[src/rtl/sois_pkg.sv]
// Shared types and constants for the second-order IIR section.
// Holds the coefficient set, the register index codes and their reset values.
// Depends on nothing; every other file in rtl imports it.
`default_nettype none

package sois_pkg;

   localparam int unsigned DATA_W      = 32;
   localparam int unsigned CSR_INDEX_W = 3;

   typedef logic signed [DATA_W-1:0] sois_word_type;

   typedef enum logic [CSR_INDEX_W-1:0] {
      REG_INPUT_GAIN      = 3'd0,
      REG_FEEDBACK_COEF_1 = 3'd1,
      REG_FEEDBACK_COEF_2 = 3'd2,
      REG_FORWARD_COEF_1  = 3'd3,
      REG_FORWARD_COEF_2  = 3'd4
   } sois_reg_index_type;

   typedef struct packed {
      sois_word_type input_gain;
      sois_word_type feedback_coef_1;
      sois_word_type feedback_coef_2;
      sois_word_type forward_coef_1;
      sois_word_type forward_coef_2;
   } sois_coef_type;

   localparam sois_word_type INPUT_GAIN_RESET      = 32'sd29766316;
   localparam sois_word_type FEEDBACK_COEF_1_RESET = -32'sd2138383679;
   localparam sois_word_type FEEDBACK_COEF_2_RESET = 32'sd1064691815;
   localparam sois_word_type FORWARD_COEF_1_RESET  = 32'sd0;
   localparam sois_word_type FORWARD_COEF_2_RESET  = -32'sd1073741824;

endpackage

`default_nettype wire

[src/rtl/sois_coef_regs.sv]
// Coefficient registers of the IIR section, written through the plain write port.
// Depends on sois_pkg for the coefficient struct, index codes and reset values.
`default_nettype none

module sois_coef_regs (
   input  wire logic                               clock,
   input  wire logic                               reset,
   input  wire logic                               csr_wr_en,
   input  wire logic [sois_pkg::CSR_INDEX_W-1:0]   csr_index,
   input  wire logic [sois_pkg::DATA_W-1:0]        csr_wdata,
   output sois_pkg::sois_coef_type                 coef
);
   import sois_pkg::*;

   sois_coef_type coef_ff;
   sois_coef_type coef_in;

   always_comb begin
      coef_in = coef_ff;
      if (csr_wr_en) begin
         unique case (sois_reg_index_type'(csr_index))
            REG_INPUT_GAIN:      coef_in.input_gain      = csr_wdata;
            REG_FEEDBACK_COEF_1: coef_in.feedback_coef_1 = csr_wdata;
            REG_FEEDBACK_COEF_2: coef_in.feedback_coef_2 = csr_wdata;
            REG_FORWARD_COEF_1:  coef_in.forward_coef_1  = csr_wdata;
            REG_FORWARD_COEF_2:  coef_in.forward_coef_2  = csr_wdata;
            default:             coef_in = coef_ff;
         endcase
      end
   end

   always_ff @(posedge clock) begin
      if (reset) begin
         coef_ff.input_gain      <= INPUT_GAIN_RESET;
         coef_ff.feedback_coef_1 <= FEEDBACK_COEF_1_RESET;
         coef_ff.feedback_coef_2 <= FEEDBACK_COEF_2_RESET;
         coef_ff.forward_coef_1  <= FORWARD_COEF_1_RESET;
         coef_ff.forward_coef_2  <= FORWARD_COEF_2_RESET;
      end else begin
         coef_ff <= coef_in;
      end
   end

   assign coef = coef_ff;

endmodule

`default_nettype wire

[config.mk]
export PLATFORM = sky130hd
export DESIGN_NAME = sois_coef_regs
export DESIGN_NICKNAME = d
export VERILOG_FILES = /design/src/rtl/sois_pkg.sv /design/src/rtl/sois_coef_regs.sv
export SDC_FILE = /design/constraint.sdc
export NUM_CORES = 1
export LEC_CHECK = 0
export BUFFER_PORTS_ARGS = -buffer_cell sky130_fd_sc_hd__clkbuf_2
export CAP_MARGIN = 30
export CORE_ASPECT_RATIO = 0.7
export CORE_MARGIN = 3
export CORE_UTILIZATION = 55
export DETAILED_ROUTE_END_ITERATION = 12
export PLACE_DENSITY = 0.86
export SYNTH_ARGS = -nofsm -noshare
export SYNTH_HDL_FRONTEND = slang
export SYNTH_SLANG_ARGS = --single-unit
[constraint.sdc]
create_clock -name clock -period 3.25 [get_ports clock]
set_input_delay 0.4875 -clock clock [delete_from_list [all_inputs] [get_ports clock]]
set_output_delay 0.4875 -clock clock [all_outputs]
set_load 0.02 [all_outputs]
Word-level counts from Yosys, hierarchy flattened
Index checks and enable logic that the tools add are counted. Widths: inputs -> output; s select.

Add/sub/neg operators: 0. Multiply operators: 0. Div/mod/pow operators: 0. Order comparisons: 0. Equal/unequal tests: 4. Shift operators: 0. Muxes and demuxes: 0. Bitwise operators: 0. Reduce and logical (&&, ||, !) cells: 6.

Operators with widths (count): $reduce_and 2->1 (5); $eq 3x2->1 const B (2); $eq 3x1->1 const B (1); $eq 3x3->1 const B (1); $logic_not 3->1 (1).

Register bits after elaboration: 160. Bits in latches: 0. Bits in writable memories: 0. Bits in read-only memories: 0. Bits of input ports: 38. Output and inout port bits: 160. Logic and storage cells: 15. Memories kept: 0.

Depth between registers and ports, before layout
Gate-level depths: netlist of the first run.

Depth after elaboration: 2. Mapped depth: 5. Gate-level depth less buffers: 2.

Worst setup path before layout of the first run
OpenSTA, ideal clock, no wires.

Kind: input port to flip-flop. From: input csr_index[1] in the netlist's numbering. To: register coef_ff (netlist bit coef[149]). Library setup time: 0.121 ns. Data arrival time: 1.427 ns. Required time: 3.129 ns. Slack: 1.702 ns. Stages: 4. Cell sequence: buf_2 > or4b_1 > buf_4 > mux2i_1.

Word-level cells in the longest chain between the ends: 2.

RTL lines: from (decl) (RTL line sois_coef_regs.sv:9) `input wire logic [sois_pkg::CSR_INDEX_W-1:0] csr_index,`; $logic_not 3->1 (RTL line sois_coef_regs.sv:21) `unique case (sois_reg_index_type'(csr_index))`; $reduce_and 2->1 (no source line); to (signal assigned) (RTL line sois_coef_regs.sv:40) `coef_ff <= coef_in;`; to (decl) (RTL line sois_coef_regs.sv:15) `sois_coef_type coef_ff;`.

Every way passes these cells. A chain may end at the register's enable or synchronous reset.

Final worst setup path of the first run
From: input csr_index[1] in the netlist's numbering. To: register coef_ff (netlist bit coef[12]).

Word-level cells in the longest chain between the ends: 2.

RTL lines (RTL line): $eq 3x3->1 (sois_coef_regs.sv:21); $reduce_and 2->1 (no source line).

Every way passes these cells.

==> flow_metrics.py, run 1 <==
metrics = {
    "clocking": {
        "cts_tree": "yes",
        "hold_buffers": 0,
        "cts_resized": 0,
        "cts_setup_buffers": 0,
        "cts_sinks": 160,
        "numCtsBuffers": 17,
        "cts_root_buf": "clkbuf_16",
        "h-tree-depth": 4,
        "clockBufferDepth": 2,
        "insertion_delay_ns": 0.41,
        "clkSlewWorstSetupHoldPaths_ns": 0.06,
    },
    "die": {
        "core_area_um2": 11100,
        "fp.dieH_um": 95.7,
        "die_w_um": 134,
        "die_area_um2": 12800,
        "rows": 32,
        "io_pins": 198,
        "start_util_pct": 56.8,
    },
    "sta": {
        "worst_clock_skew_ns": 0,
        "rsz0062_at_grt": "no",
        "finalWorstPathRequiredPeriod_ns": 1.60,
        "fin_crit_sh_pct": 49.1,
        "drv_slew": 0,
        "slew_headroom_pct": 42.2,
        "tns_ns": 0,
        "max_freq_mhz": 626,
        "finalSetupViolations": 0,
        "finalHoldViolations": 0,
        "setup_ws_ns": 1.65,
        "worst_pin_slew_ns": 0.862,
    },
    "logic_synthesis": {
        "ys_warn_count": 0,
        "synth.cell_area_um2": 6320,
        "yosysUniqueCellTypes": 14,
        "synthesis.nets": 631,
        "synth-seq-cells": 160,
        "syn_inst": 593,
        "seq_area_frac_synth_pct": 50.7,
        "syn_avg_cell_area_um2": 10.7,
    },
    "grt": {
        "overflow": 0,
        "grt_max_degree": 190,
        "grt_pass1_vias": 4836,
        "antenna_found_initial": 0,
        "grt_pass1_wl_um": 24600,
        "grt_usage_pct": 24.5,
    },
    "drt": {
        "drt_pass1_iterations": 4,
        "drc": 0,
        "wire_per_inst_um": 16.9,
        "vias": 4821,
        "drt-total-wl_um": 15800,
        "vias_per_cell": 5.14,
        "drtIter0Drc": 215,
        "ant_nets": 0,
    },
    "worst_hold_path": {
        "hold_path_depth": 3,
        "hold_path_class": "in2reg",
        "hold_end": "coef[30]",
        "hp-start": "csr_wdata[30]",
    },
    "setup_path": {
        "cp_cell_sequence": "clkbuf_2 -> nand4bb_4 -> mux2i_1",
        "path_buf_inv": 1,
        "critical_path.top_delay_family": "simple AND/OR/NAND/NOR gates",
        "rrSetupSlack_ns": 2.54,
        "worstSetupEndpointType": "register",
        "start_kind": "input port",
        "crit_fanout": 32,
        "slowest_delay_ns": 0.82,
        "rr_endpoint": "coef[111]",
        "rr_worst_depth": 2,
        "cp.required_ns": 3.56,
        "crit_arrival_ns": 1.91,
        "r2r-start": "coef[111]",
        "cpMaxStageDelayCell": "nand4bb_4",
        "startpoint": "csr_index[1]",
        "crit_type": "in2reg",
    },
    "final_layout": {
        "antennaDiodeCount": 0,
        "largest_register_ffs": 160,
        "drive_above_1_share_pct": 30.4,
        "post-route-util_pct": 72.0,
        "final_cell_mix": "196 x clkbuf_2, 160 x mux2i_1, 160 x dfxtp_1",
        "instances_no_fill": 938,
        "area_growth_pct": 26.8,
        "final_nets": 810,
        "layout_commonest_cell": "clkbuf_2",
    },
    "power_and_ir_drop": {
        "power_mw": 4.50,
        "ir_worst_vdd_mv": 0.382,
        "power.leakage_nw": 3.94,
        "powerDensity_nw_per_um2": 561,
    },
    "place": {
        "place_congestion": 0.826,
        "dp.cells": 906,
        "dp_hpwl_um": 11000,
        "io_buffers": 197,
        "pre_cts_slack_ns": 1.21,
    },
    "flow_run": {
        "drv_cap": 0,
    },
    "status": {
        "status": "completed",
    },
}
synth_stat cells:
| master | n | area, um2 |
|---|---|---|
| dfxtp_1 | 160 | 3200 |
| mux2i_1 | 160 | 1600 |
| nand2b_1 | 146 | 913 |
| nor2_1 | 75 | 282 |
| clkbuf_1 | 21 | 78.8 |
| buf_2 | 12 | 60.1 |
| buf_4 | 10 | 75.1 |
| nand4bb_1 | 3 | 33.8 |
| and4bb_1 | 1 | 12.5 |
| buf_6 | 1 | 11.3 |
| nand4b_1 | 1 | 8.76 |
| nor4b_4 | 1 | 23.8 |
| nor4bb_1 | 1 | 10.0 |
| or4b_1 | 1 | 10.0 |
layer usage:
metal  track usage (%)  vias up  share of wire (%)
met3              6.58       20                6.2
met1              31.1     2327                 45
li1                  -     2311                  -
met4              9.24        0                1.7
met5                 0        -                  0
met2              40.7      163                 47
cell type report:
| type | count | area, um2 |
|---|---|---|
| clock buffer | 18 | 439 |
| fill | 846 | 3120 |
| tap | 153 | 191 |
| multi-input combinational | 389 | 2930 |
| timing repair buffer | 204 | 1050 |
| clock inverter | 14 | 201 |
| sequential | 160 | 3200 |
through the flow:
step                      hold WS, ns  cell area (um2)
after floorplan                 0.546             6320
after global placement          0.459             7370
after detailed placement        0.466             7370
after CTS                       0.340             8020
after global routing            0.376             8020
final                           0.357             8020
worst min-delay path: cells and delay by family:
kind                   cells  cell delay, ns
multiplexers               1            0.10
buffers and inverters      1            0.09
AND/OR/NAND/NOR            1            0.04
where the power goes:
part | internal (mW) | switching [mW] | leakage (nW)
Clock | 1.32 | 0.814 | 0.308
Sequential | 2.00 | 0.0253 | 1.30
Combinational | 0.132 | 0.201 | 2.33
worst max path at each step:
stage,depth (start not counted),slack (ns),to
finish,3,1.65,coef[12]
global route,3,1.55,coef[12]
CTS,3,1.64,coef[12]
detailed placement,3,1.21,coef[12]
global placement,3,1.30,coef[11]
floorplan,4,1.70,coef[149]
logic make-up after synthesis:
logic type / share of synthesized area (%)
buffers and inverters: 3.56
flip-flops: 50.7
multiplexers: 25.3
AND/OR/NAND/NOR: 20.5
Power figures use the tool's default switching activity.
==> inputs of run 2 (changes only) <==
--- a/config.mk
+++ b/config.mk
@@ -9,9 +9,9 @@
 export CAP_MARGIN = 30
 export CORE_ASPECT_RATIO = 0.7
 export CORE_MARGIN = 3
-export CORE_UTILIZATION = 55
+export CORE_UTILIZATION = 46
 export DETAILED_ROUTE_END_ITERATION = 12
-export PLACE_DENSITY = 0.86
+export PLACE_DENSITY = 0.77
 export SYNTH_ARGS = -nofsm -noshare
 export SYNTH_HDL_FRONTEND = slang
 export SYNTH_SLANG_ARGS = --single-unit
==> constraint.sdc (replaced) <==
create_clock -name clock -period 1.4 [get_ports clock]
set_input_delay 0.21 -clock clock [delete_from_list [all_inputs] [get_ports clock]]
set_output_delay 0.21 -clock clock [all_outputs]
set_load 0.02 [all_outputs]
==> run 2 against run 1 <==
Clock power up 140%; setup slack lost 1.5 ns; flip-flop and latch count did not move; sequential share of layout area down 1.9 points; highest routed layer unchanged; count of clock-buffer cells in the layout is 2 higher; non-clock buffer count grew 26.
==> flow_metrics.py, run 2 (same netlist as run 1, synthesis figures left out) <==
metrics = {
    "clocking": {
        "cts_resized": 0,
        "cts_sinks": 160,
        "clkSlewWorstSetupHoldPaths_ns": 0.06,
        "insertion_delay_ns": 0.41,
        "cts_setup_buffers": 0,
        "cts_tree": "yes",
        "cts_root_buf": "clkbuf_16",
        "hold_buffers": 0,
        "numCtsBuffers": 17,
        "clockBufferDepth": 2,
        "h-tree-depth": 4,
    },
    "setup_path": {
        "slowest_delay_ns": 0.39,
        "cp_cell_sequence": "clkbuf_2",
        "cpMaxStageDelayCell": "dfxtp_1",
        "crit_fanout": 2,
        "start_kind": "register",
        "crit_arrival_ns": 0.99,
        "critical_path.top_delay_family": "flip-flops",
        "worstSetupEndpointType": "output port",
        "cp.required_ns": 1.19,
        "path_buf_inv": 1,
        "crit_type": "reg2out",
    },
    "drt": {
        "drt-total-wl_um": 16600,
        "drtIter0Drc": 248,
        "drt_pass1_iterations": 5,
        "vias_per_cell": 4.91,
        "drc": 0,
        "ant_nets": 0,
        "vias": 4888,
        "wire_per_inst_um": 16.7,
    },
    "flow_run": {
        "drv_cap": 0,
    },
    "status": {
        "status": "completed",
    },
    "grt": {
        "grt_usage_pct": 22.0,
        "grt_pass1_wl_um": 27000,
        "antenna_found_initial": 0,
        "overflow": 0,
        "grt_pass1_vias": 5118,
        "grt_max_degree": 56,
    },
    "sta": {
        "worst_pin_slew_ns": 0.307,
        "fin_crit_sh_pct": 85.9,
        "drv_slew": 0,
        "worst_clock_skew_ns": 0,
        "finalWorstPathRequiredPeriod_ns": 1.20,
        "finalHoldViolations": 0,
        "max_freq_mhz": 831,
        "rsz0062_at_grt": "no",
        "hold-worst-slack_ns": 0.0890,
        "finalSetupViolations": 0,
        "tns_ns": 0,
        "slew_headroom_pct": 79.5,
    },
    "final_layout": {
        "layout_commonest_cell": "clkbuf_2",
        "regArea_um2": 3200,
        "drive_above_1_share_pct": 32.4,
        "fill_cells": 1107,
        "largest_register_ffs": 160,
        "multi_input_area_um2": 2930,
        "final_cell_mix": "196 x clkbuf_2, 160 x mux2i_1, 160 x dfxtp_1",
        "antennaDiodeCount": 0,
        "area_growth_pct": 32.9,
        "final_nets": 836,
    },
    "die": {
        "start_util_pct": 47.5,
        "die_w_um": 146,
        "io_pins": 198,
        "rows": 35,
        "die_area_um2": 15200,
        "core_area_um2": 13300,
        "fp.dieH_um": 104,
    },
    "worst_hold_path": {
        "hold_path_class": "in2reg",
    },
    "place": {
        "place_congestion": 0.858,
        "dp_hpwl_um": 12000,
        "io_buffers": 197,
    },
    "power_and_ir_drop": {
        "ir_worst_vdd_mv": 0.787,
        "powerDensity_nw_per_um2": 1270,
        "power.leakage_nw": 4.12,
    },
}
==> run 2: changes by cell type in the layout (fill, tap and decap cells not counted), sizes merged <==
cell,before,now
buf,8,34
inv,4,3
bufinv,4,5
clkinv,4,2
clkbuf,214,216
==> run 2: final timing paths <==
| path | start | end | slack, ns | cells after the start |
|---|---|---|---|---|
| worst min register to register | coef[121] | coef[121] | 0.48 | 2 |
| worst max register to register | coef[15] | coef[15] | 0.71 | 2 |
| worst max-delay path | coef[144] | coef[144] | 0.20 | 1 |
| worst min-delay path | csr_wdata[7] | coef[103] | 0.09 | 3 |
==> run 2: per-layer routing <==
layer / global-route usage [%] / vias to the layer above / share of wire (%)
li1: - / 2364 / -
met1: 28.6 / 2346 / 46
met2: 35.5 / 161 / 46
met3: 6.49 / 17 / 6.9
met4: 6.44 / 0 / 0.89
met5: 0 / - / 0
==> run 2: cell type report <==
type                       instances  area share [%]
clock inverter                    12            2.44
sequential                       160            38.1
timing repair buffer             230            16.6
tap                              185            2.75
multi-input combinational        389            34.9
clock buffer                      20            5.19
==> run 2: power breakdown <==
part,switching (mW),leakage [nW],internal (mW)
combinational,0.488,2.51,0.372
sequential,0.0619,1.30,4.65
clock,1.90,0.306,3.19
==> run 2: stage by stage <==
| stage | setup slack [ns] | area (um2) | instances | power [mW] | utilization [%] |
|---|---|---|---|---|---|
| after floorplan | 0.130 | 6320 | 593 | 5.31 | - |
| after global placement | 0.0727 | 7760 | 964 | 5.65 | 58.3 |
| after detailed placement | -0.00997 | 7760 | 964 | 5.67 | 58.3 |
| after CTS | 0.174 | 8410 | 996 | 10.8 | 63.1 |
| after global routing | 0.165 | 8410 | 996 | 11.0 | 63.1 |
| final | 0.197 | 8410 | 996 | 10.7 | 63.1 |
==> run 2: worst reg2reg max path, cell delays in order (launching register included) <==
cell and delay, ns:
dfxtp_1 0.37, nand2b_1 0.08, mux2i_1 0.16
